**src/hdl/crt_pkg.sv**
```systemverilog
// Shared types and codes for the coordinate residency table.
package crt_pkg;

    localparam logic [1:0] CMD_LOOKUP = 2'd0;
    localparam logic [1:0] CMD_LOAD   = 2'd1;
    localparam logic [1:0] CMD_UNLOAD = 2'd2;

    localparam logic [1:0] ST_OK      = 2'd0;
    localparam logic [1:0] ST_PRESENT = 2'd1;
    localparam logic [1:0] ST_FULL    = 2'd2;
    localparam logic [1:0] ST_ABSENT  = 2'd3;

    localparam int KEY_W   = 64;
    localparam int SLOT_W  = 8;
    localparam int TOTAL_W = 9;

    typedef struct packed {
        logic [1:0]         cmd;
        logic signed [31:0] coord_x;
        logic signed [31:0] coord_z;
    } request_t;

    typedef struct packed {
        logic [1:0]         status;
        logic               found;
        logic [SLOT_W-1:0]  slot;
        logic [TOTAL_W-1:0] entry_total;
    } result_t;

    typedef struct packed {
        logic shift;
        logic load;
    } cell_ctrl_t;

endpackage

```
**src/hdl/crt_cell.sv**
```systemverilog
// One table slot: holds a key, compares it, and takes its right neighbor on removal.
module crt_cell #(
    parameter int IDX = 0,
    parameter int IW  = 8,
    parameter int CW  = 9
) (
    input  logic                        clk,
    input  logic                        rst_n,
    input  logic                        compare_en,
    input  logic [crt_pkg::KEY_W-1:0]   probe_key,
    input  logic [crt_pkg::KEY_W-1:0]   write_key,
    input  logic [CW-1:0]               count,
    input  logic [IW-1:0]               hit_slot,
    input  crt_pkg::cell_ctrl_t         ctrl,
    input  logic [crt_pkg::KEY_W-1:0]   neighbor,
    output logic [crt_pkg::KEY_W-1:0]   entry,
    output logic                        match
);
    import crt_pkg::*;

    localparam logic [CW-1:0] IDX_C = CW'(IDX);
    localparam logic [IW-1:0] IDX_S = IW'(IDX);

    logic [KEY_W-1:0] entry_reg;
    logic [KEY_W-1:0] entry_next;
    logic             match_reg;
    logic             match_next;

    always_comb
    begin
        match_next = match_reg;
        if (compare_en)
        begin
            match_next = (entry_reg == probe_key) && (IDX_C < count);
        end
    end

    always_comb
    begin
        entry_next = entry_reg;
        if (ctrl.shift && (IDX_S >= hit_slot))
        begin
            entry_next = neighbor;
        end
        else if (ctrl.load && (IDX_C == count))
        begin
            entry_next = write_key;
        end
    end

    always_ff @(posedge clk or negedge rst_n)
    begin
        if (!rst_n)
        begin
            match_reg <= 1'b0;
        end
        else
        begin
            match_reg <= match_next;
        end
    end

    always_ff @(posedge clk)
    begin
        entry_reg <= entry_next;
    end

    assign entry = entry_reg;
    assign match = match_reg;

endmodule

```
**config.mk**
```make
export PLATFORM = sky130hd
export DESIGN_NAME = crt_cell
export DESIGN_NICKNAME = d
export VERILOG_FILES = /design/src/hdl/crt_pkg.sv /design/src/hdl/crt_cell.sv
export SDC_FILE = /design/constraint.sdc
export NUM_CORES = 1
export LEC_CHECK = 0
export ABC_AREA = 1
export CORE_ASPECT_RATIO = 1.5
export CORE_MARGIN = 4
export CORE_UTILIZATION = 30
export DETAILED_ROUTE_END_ITERATION = 10
export DONT_BUFFER_PORTS = 1
export SYNTH_ARGS = -nofsm -noshare
export SYNTH_HDL_FRONTEND = slang
export SYNTH_SLANG_ARGS = --single-unit
```
**constraint.sdc**
```tcl
create_clock -name clk -period 1.7 [get_ports clk]
set_input_delay 0.17 -clock clk [delete_from_list [all_inputs] [get_ports clk]]
set_output_delay 0.17 -clock clk [all_outputs]
set_load 0.005 [all_outputs]
```
# --- Yosys cells after proc, flatten, opt, wreduce, memory -nomap -nowiden ---
# Cells that the tools add are included.
op_classes:
  reduce_logical: 5
  muxes: 2
  n_mul: 0
  order_cmp: 2
  add_sub_neg: 0
  n_div: 0
  eq_ne: 1
  shifts: 0
  n_bitwise: 0
ops:
  columns: ["operator", "n"]
  rows:
  - ["64-bit 2-to-1 mux", 2]
  - ["64-bit equality test", 1]
  - ["9-bit logical NOT", 1]
  - ["1-bit by 9-bit < comparator with 1-bit output (first input constant)", 1]
  - ["1-bit by 8-bit greater-or-equal comparator with 1-bit output (first input constant)", 1]
  - ["1-bit logical AND", 3]
  - ["2-bit nonzero test", 1]
totals:
  memories: 0
  ramBits: 0
  mem_bits_ro: 0
  wordCells: 12
  regBits: 65
  latchBits: 0

# --- Logic depth before layout (Yosys ltp) ---
# Gate-level depths: netlist (run 1).
depth:
  depth_word: 4
  mapped_depth: 10
  mapped_depth_nobuf: 10

# --- Least setup slack after synthesis (run 1) ---
# Ideal clock, no wire load.
synth_timing:
  path_type: "input-to-reg"
  start: "input port count[1]"
  end: "register entry_reg[0], in the netlist entry[0] (enable)"
  setup_ps: 574
  stages: 3
  required_ps: 1126
  slack_ps: -3843
  arrival_time_ps: 4969
  path_buffers: 0
  cell_sequence: "nor3_1 nand4_1 o21ai_0"
synth_between:
  elab_chain_cells: 3
synth_lines:
  columns: ["item", "line_no", "source"]
  rows:
  - ["start, declared", "crt_cell.sv:12", "input logic [CW-1:0] count,"]
  - ["9-bit logical NOT", "crt_cell.sv:45", "else if (ctrl.load && (IDX_C == count))"]
  - ["1-bit logical AND", "crt_cell.sv:45", null]
  - ["2-bit nonzero test (no line)", null, null]
  - ["end signal, assigned", "crt_cell.sv:65", "entry_reg <= entry_next;"]
  - ["end, declared", "crt_cell.sv:24", "logic [KEY_W-1:0] entry_reg;"]
# No other way between the ends.
# A chain may end at the register's enable or synchronous reset.

# --- Worst setup path in the final report (run 1) ---
layout_timing:
  start: "register entry_reg[20], in the netlist entry[20]"
  end: "register match_reg, in the netlist match"
layout_between:
  elab_chain_cells: 2
layout_lines:
  columns: ["item", "line_no", "source"]
  rows:
  - ["64-bit equality test", "crt_cell.sv:34", "match_next = (entry_reg == probe_key) && (IDX_C < count);"]
  - ["1-bit logical AND", "crt_cell.sv:34", null]
  - ["end signal, assigned", "crt_cell.sv:59", "match_reg <= match_next;"]
  - ["end, declared", "crt_cell.sv:26", "logic match_reg;"]
# No other way between the ends.

==> run summary, run 1 <==
## Worst setup path
* **R2R Setup Slk** 350 ps
* **number of buffers and inverters on the critical path** 0
* **Crit path largest cell delay** 470 ps
* **CP Depth** 9
* **cells along the critical path** nor2_1, nor2_1, nor2_1, nand2_1, nor2_1, nand2_1, nor2_1, nand3_1, nand2_1
* **cell occurring most often along the worst timing path** sky130_fd_sc_hd__nor2_1
* **kind of critical path** reg2reg
* **slowest cell on the critical path** sky130_fd_sc_hd__edfxtp_1
* **reg2reg path depth** 9
* **critical path startpoint category** flip-flop
* **kind of cell adding the most delay to the critical path** simple AND/OR/NAND/NOR gates
* **worst path required time** 1960 ps
* **endpoint type of the worst setup path** flip-flop
* **critical-path maximum fanout** 3
* **WP data arrival** 1610 ps

## Synthesis
* **Post-synth top cells** 184 x sky130_fd_sc_hd__nand2_1, 147 x sky130_fd_sc_hd__inv_1, 65 x sky130_fd_sc_hd__nor2_1
* **xor/xnor share of the synthesized area** 0.0235
* **synthesized cell area** 4110 um2
* **post-synthesis cell type count** 19
* **fraction of synthesized cell area taken by the top area cell type** 0.468
* **prevailing post-synth register cell** sky130_fd_sc_hd__edfxtp_1
* **synthesized instance count** 577
* **Synth warnings** 0
* **synthesized-area fraction occupied by ao, oa, aoi and oai cells** 0.0942
* **main combinational cell family by area after synthesis** simple AND/OR/NAND/NOR gates
* **most common cell in the netlist** sky130_fd_sc_hd__nand2_1
* **adder and majority cell fraction of the synthesized area** 0
* **ranking of synthesized cells by area** sky130_fd_sc_hd__edfxtp_1 47%, sky130_fd_sc_hd__nand2_1 17%, sky130_fd_sc_hd__inv_1 13%
* **count of state elements after synthesis** 65
* **fraction of synthesized area in multiplexers** 0
* **number of enable-type register cells in the synthesized netlist** 64
* **share of synthesized registers carrying an async set or reset** 0.0154
* **Simple-Gate Fraction of Synth Area** 0.247
* **share of the yosys chip area belonging to registers** 0.474
* **post-synth top area cell** sky130_fd_sc_hd__edfxtp_1
* **per-instance average area after synthesis** 7.11 um2
* **nets in the synthesized netlist** 791

## Placement
* **worst slack at placement** 142 ps
* **HPWL reported at the end of detailed placement** 9940 um
* **cell area after placement** 4340 um2
* **count of placed standard cells including taps** 733
* **number of buffers inserted by port buffering** 0
* **final weighted congestion of routability-driven global placement** 0.861

## STA
* **post-route minimum period** 1350 ps
* **Max Transition Viols Final** 0
* **Hold Vio Cnt, Final** 0
* **FMAX** 740 MHz
* **aggregate negative setup slack** 0 ps
* **post-route clock period utilization** 0.795
* **clock skew after layout** 3.01 ps
* **unrepaired setup endpoints after global routing** false
* **endpoints failing setup** 0
* **slack of the critical path** 348 ps
* **slew at the pin closest to its max-slew limit** 233 ps
* **final worst hold slack** 22.6 ps
* **relative max-transition margin** 0.843

## Routing
* **top layer reached by signal wires** met4
* **routed length on met1** 4510 um
* **total DRC errors in the routed layout** 0
* **TritonRoute pass-1 iters** 5
* **Final Routed Wirelength** 11,700 um
* **met3 WL post-DR** 830 um
* **routed wire length on met2** 6210 um
* **number of vias in the routed layout** 3,338
* **Iter 0 DRT Violations** 166
* **detailed-route vias per instance** 4.46
* **final antenna-violating net count** 0
* **DR WL/cell** 15.6 um

## Cells and area
* **max reg flops** 64
* **non-filler instance count after layout** 749
* **proportion of layout cells with a drive suffix above 1** 0.0426
* **antenna fix cells** 0
* **signed area change from the synthesized netlist to the final layout** 13.3%
* **Non-Filler Cell Area, Final** 4650 um2
* **nets@finish** 797
* **final core utilization** 0.345

## CTS
* **deepest level of the CTS H-tree** 3
* **number of sinks driven by the clock tree** 65
* **cell at the root of the clock tree** sky130_fd_sc_hd__clkbuf_16
* **worst skew pair latency** 320 ps
* **maximum count of clock buffers along a single path** 2
* **TritonCTS clock tree** done
* **number of buffers added by the clock tree synthesis step** 9
* **clock transition time at the flip-flop clock pins of the worst setup and hold paths** 50 ps

## Power and ir drop
* **Max IR drop VDD** 0.469 mV
* **Power Density** 842 nW/um2
* **total power after layout** 3.91 mW
* **static leakage** 2.43 nW

## Global routing
* **vias in the first global route** 3,004
* **largest net degree at the start of global routing** 51
* **all-layer global routing usage** 0.138
* **antenna violations before repair** 0
* **Remaining Overflow, GRT** 0
* **global-route wire length before repair** 16,300 um

## Floorplanning
* **die area** 15,700 um2
* **Chip Height** 151 um
* **IO Pins** 279
* **Die Width** 104 um
* **FP Rows** 52
* **Initial Utilization** 0.305
* **Core Box Area** 13,500 um2

## Min path
* **Min-Delay Path Depth** 3
* **worst min-delay path category** in2reg

## Job
* **number of maximum-capacitance violations** 0

## Outcome
* **result of the run** complete, no violations

==> report_power, final <==
group,internal [mW],switching [mW]
logic,0.106,0.127
registers,1.77,0.00518
clock network,1.27,0.640
total,3.14,0.772
==> cell usage in the layout, fill, tap and decap left out, drive strengths merged <==
| master | Yosys | final |
|---|---|---|
| nand2 | 184 | 184 |
| inv | 147 | 147 |
| o21ai | 76 | 76 |
| nor2 | 65 | 65 |
| edfxtp | 64 | 64 |
| clkbuf | 1 | 11 |
| buf | 13 | 8 |
| xor2 | 7 | 7 |
| nand3 | 5 | 5 |
| nand4 | 4 | 4 |
| xnor2 | 4 | 4 |
| nor4 | 2 | 2 |
| or2 | 2 | 2 |
| bufinv | 0 | 2 |
| clkinv | 0 | 2 |
| nor3 | 1 | 1 |
| o22ai | 1 | 1 |
| dlygate4sd3 | 0 | 1 |
| dfrtp | 1 | 1 |
==> worst reg2reg max path, stage by stage (launching register included) <==
cell and delay [ps]:
sky130_fd_sc_hd__edfxtp_1 470, sky130_fd_sc_hd__nor2_1 120, sky130_fd_sc_hd__nor2_1 50, sky130_fd_sc_hd__nor2_1 190
sky130_fd_sc_hd__nand2_1 70, sky130_fd_sc_hd__nor2_1 110, sky130_fd_sc_hd__nand2_1 60, sky130_fd_sc_hd__nor2_1 90
sky130_fd_sc_hd__nand3_1 70, sky130_fd_sc_hd__nand2_1 60
==> worst paths after layout <==
check / from / end
max: entry[20] / match
min: compare_en / match
max reg2reg: entry[20] / match
min reg2reg: match / match
max in group asynchronous: rst_n / match
min in group asynchronous: rst_n / match
==> repair_timing <==
| item | in CTS | in global routing |
|---|---|---|
| endpoints found under the hold margin | 1 | 0 |
| hold buffers | 1 | 0 |
| buffers inserted | 0 | 0 |
| resized for setup | 0 | 0 |
==> routing by layer <==
metal / vias up / GRT usage
met5: - / 0
met4: 0 / 0.0446
met3: 9 / 0.0405
met2: 146 / 0.252
met1: 1429 / 0.156
li1: 1754 / -
==> cell families (layout without fill, tap and decap cells) <==
kind of cell,Yosys count,count (layout)
DFF,65,65
and+or+nand+nor,263,263
xor gates and xnor gates,11,11
buffers and inverters,161,171
AOI/OAI and AO/OA,77,77
==> final cells by class <==
cell class | instances | area, um2
Tap cell | 162 | 203
Timing Repair Buffer | 9 | 120
Fill cell | 1409 | 8820
Clock buffer | 11 | 233
Clock inverter | 4 | 68.8
Multi-Input combinational cell | 351 | 1530
Sequential cell | 65 | 1950
Inverter | 147 | 552
No activity file was read; power rests on OpenSTA's default activity.
==> run 2: changes to the inputs <==
Clock period 1.7 ns to 1.3 ns, I/O delays scaled along.
==> run summary, run 2 (synthesis gave the netlist of run 1 again) <==
## Placement
* **final weighted congestion of routability-driven global placement** 0.820
* **HPWL reported at the end of detailed placement** 10,400 um
* **number of buffers inserted by port buffering** 0
* **cell area after placement** 4810 um2
* **count of placed standard cells including taps** 796

## Global routing
* **vias in the first global route** 3,392
* **antenna violations before repair** 0
* **largest net degree at the start of global routing** 64
* **all-layer global routing usage** 0.149
* **Remaining Overflow, GRT** 0
* **global-route wire length before repair** 17,700 um

## Routing
* **TritonRoute pass-1 iters** 4
* **Iter 0 DRT Violations** 139
* **number of vias in the routed layout** 3,611
* **Final Routed Wirelength** 12,500 um
* **total DRC errors in the routed layout** 0
* **detailed-route vias per instance** 4.38
* **DR WL/cell** 15.1 um
* **final antenna-violating net count** 0

## STA
* **Hold Vio Cnt, Final** 0
* **unrepaired setup endpoints after global routing** true
* **clock skew after layout** 4.10 ps
* **endpoints failing setup** 1
* **slack of the critical path** -35.4 ps
* **aggregate negative setup slack** -35.4 ps
* **relative max-transition margin** 0.809
* **post-route minimum period** 1340 ps
* **Max Transition Viols Final** 0
* **FMAX** 749 MHz
* **post-route clock period utilization** 1.03
* **slew at the pin closest to its max-slew limit** 287 ps

## Worst setup path
* **cell occurring most often along the worst timing path** sky130_fd_sc_hd__nand2_1
* **worst path required time** 1560 ps
* **kind of cell adding the most delay to the critical path** simple AND/OR/NAND/NOR gates
* **slowest cell on the critical path** sky130_fd_sc_hd__edfxtp_1
* **Crit path largest cell delay** 410 ps
* **endpoint type of the worst setup path** flip-flop
* **cells along the critical path** nand2_1, nand2_1, nor2_2, nand2_1, nor2_1, buf_4, nand2_1, nor2_1, nand3_1, nand2_1
* **WP data arrival** 1600 ps
* **critical-path maximum fanout** 3
* **number of buffers and inverters on the critical path** 1
* **kind of critical path** reg2reg
* **critical path startpoint category** flip-flop

## Floorplanning
* **Initial Utilization** 0.305
* **IO Pins** 279
* **Core Box Area** 13,500 um2
* **die area** 15,700 um2
* **Die Width** 104 um
* **FP Rows** 52
* **Chip Height** 151 um

## Outcome
* **violated checks** negative setup slack
* **result of the run** complete, but fails checks

## Cells and area
* **Non-Filler Cell Area, Final** 5220 um2
* **non-filler instance count after layout** 825
* **proportion of layout cells with a drive suffix above 1** 0.143
* **signed area change from the synthesized netlist to the final layout** 27.2%
* **antenna fix cells** 0
* **nets@finish** 872
* **most common cell after layout, fill and taps aside** sky130_fd_sc_hd__nand2_1
* **commonest cells after routing, fill and taps aside** 184 x sky130_fd_sc_hd__nand2_1, 147 x sky130_fd_sc_hd__inv_1, 67 x sky130_fd_sc_hd__buf_4
* **max reg flops** 64

## CTS
* **TritonCTS clock tree** done
* **number of buffers added by the clock tree synthesis step** 9
* **number of sinks driven by the clock tree** 65
* **clock transition time at the flip-flop clock pins of the worst setup and hold paths** 60 ps
* **maximum count of clock buffers along a single path** 2
* **cell at the root of the clock tree** sky130_fd_sc_hd__clkbuf_16
* **worst skew pair latency** 320 ps
* **deepest level of the CTS H-tree** 3

## Power and ir drop
* **Power Density** 933 nW/um2
* **static leakage** 2.76 nW
* **Max IR drop VDD** 0.550 mV

## Job
* **number of maximum-capacitance violations** 0

## Min path
* **worst min-delay path category** in2reg

[run 2: where the power goes]
| group | total (mW) | switching [mW] | internal [mW] |
|---|---|---|---|
| Combinational | 0.350 | 0.181 | 0.169 |
| Clock | 2.21 | 0.920 | 1.28 |
| Sequential | 2.31 | 0.00465 | 2.31 |
[run 2: final timing paths]
kind	start	endpoint	slack, ps	cells past startpoint
setup / recovery	entry[24]	match	-40	10
hold / removal	write_key[36]	entry[36]	10	2
setup reg to reg	entry[24]	match	-40	10
hold reg to reg	match	match	660	2
max in group asynchronous	rst_n	match	1150	1
min in group asynchronous	rst_n	match	30	1
[run 2: metrics by stage]
stage / total power [mW] / hold slack, ps / setup WS [ps] / util
after floorplan: 2.60 / -166 / -646 / -
after global placement: 2.67 / -165 / -106 / 0.357
after detailed placement: 2.68 / -165 / -139 / 0.357
after CTS: 4.96 / 2.02 / -91.5 / 0.388
after global routing: 5.11 / 7.33 / -171 / 0.388
final: 4.87 / 12.9 / -35.4 / 0.388
[run 2: routing by layer]
layer	vias to the layer above	global-route usage	routed length, um
met5	-	0	0
met4	0	0.0526	204
met3	13	0.0388	695
met2	133	0.279	6820
met1	1556	0.162	4760
li1	1909	-	-
[run 2: cell type report]
cell class / count / area (um2)
clock buffers: 9 / 225
multi-input cells: 351 / 1530
clock inverters: 7 / 47.5
repair buffers: 84 / 713
inverters: 147 / 552
flip-flops and latches: 65 / 1950
fillers: 1407 / 8250
well taps: 162 / 203
[run 2: what timing repair did]
action	4_1_cts	5_1_grt
hold endpoints to repair	13	0
endpoints found under the setup margin	1	1
pin swaps	7	1
hold buffers	13	0
setup buffers	1	0
gates resized for setup	3	0
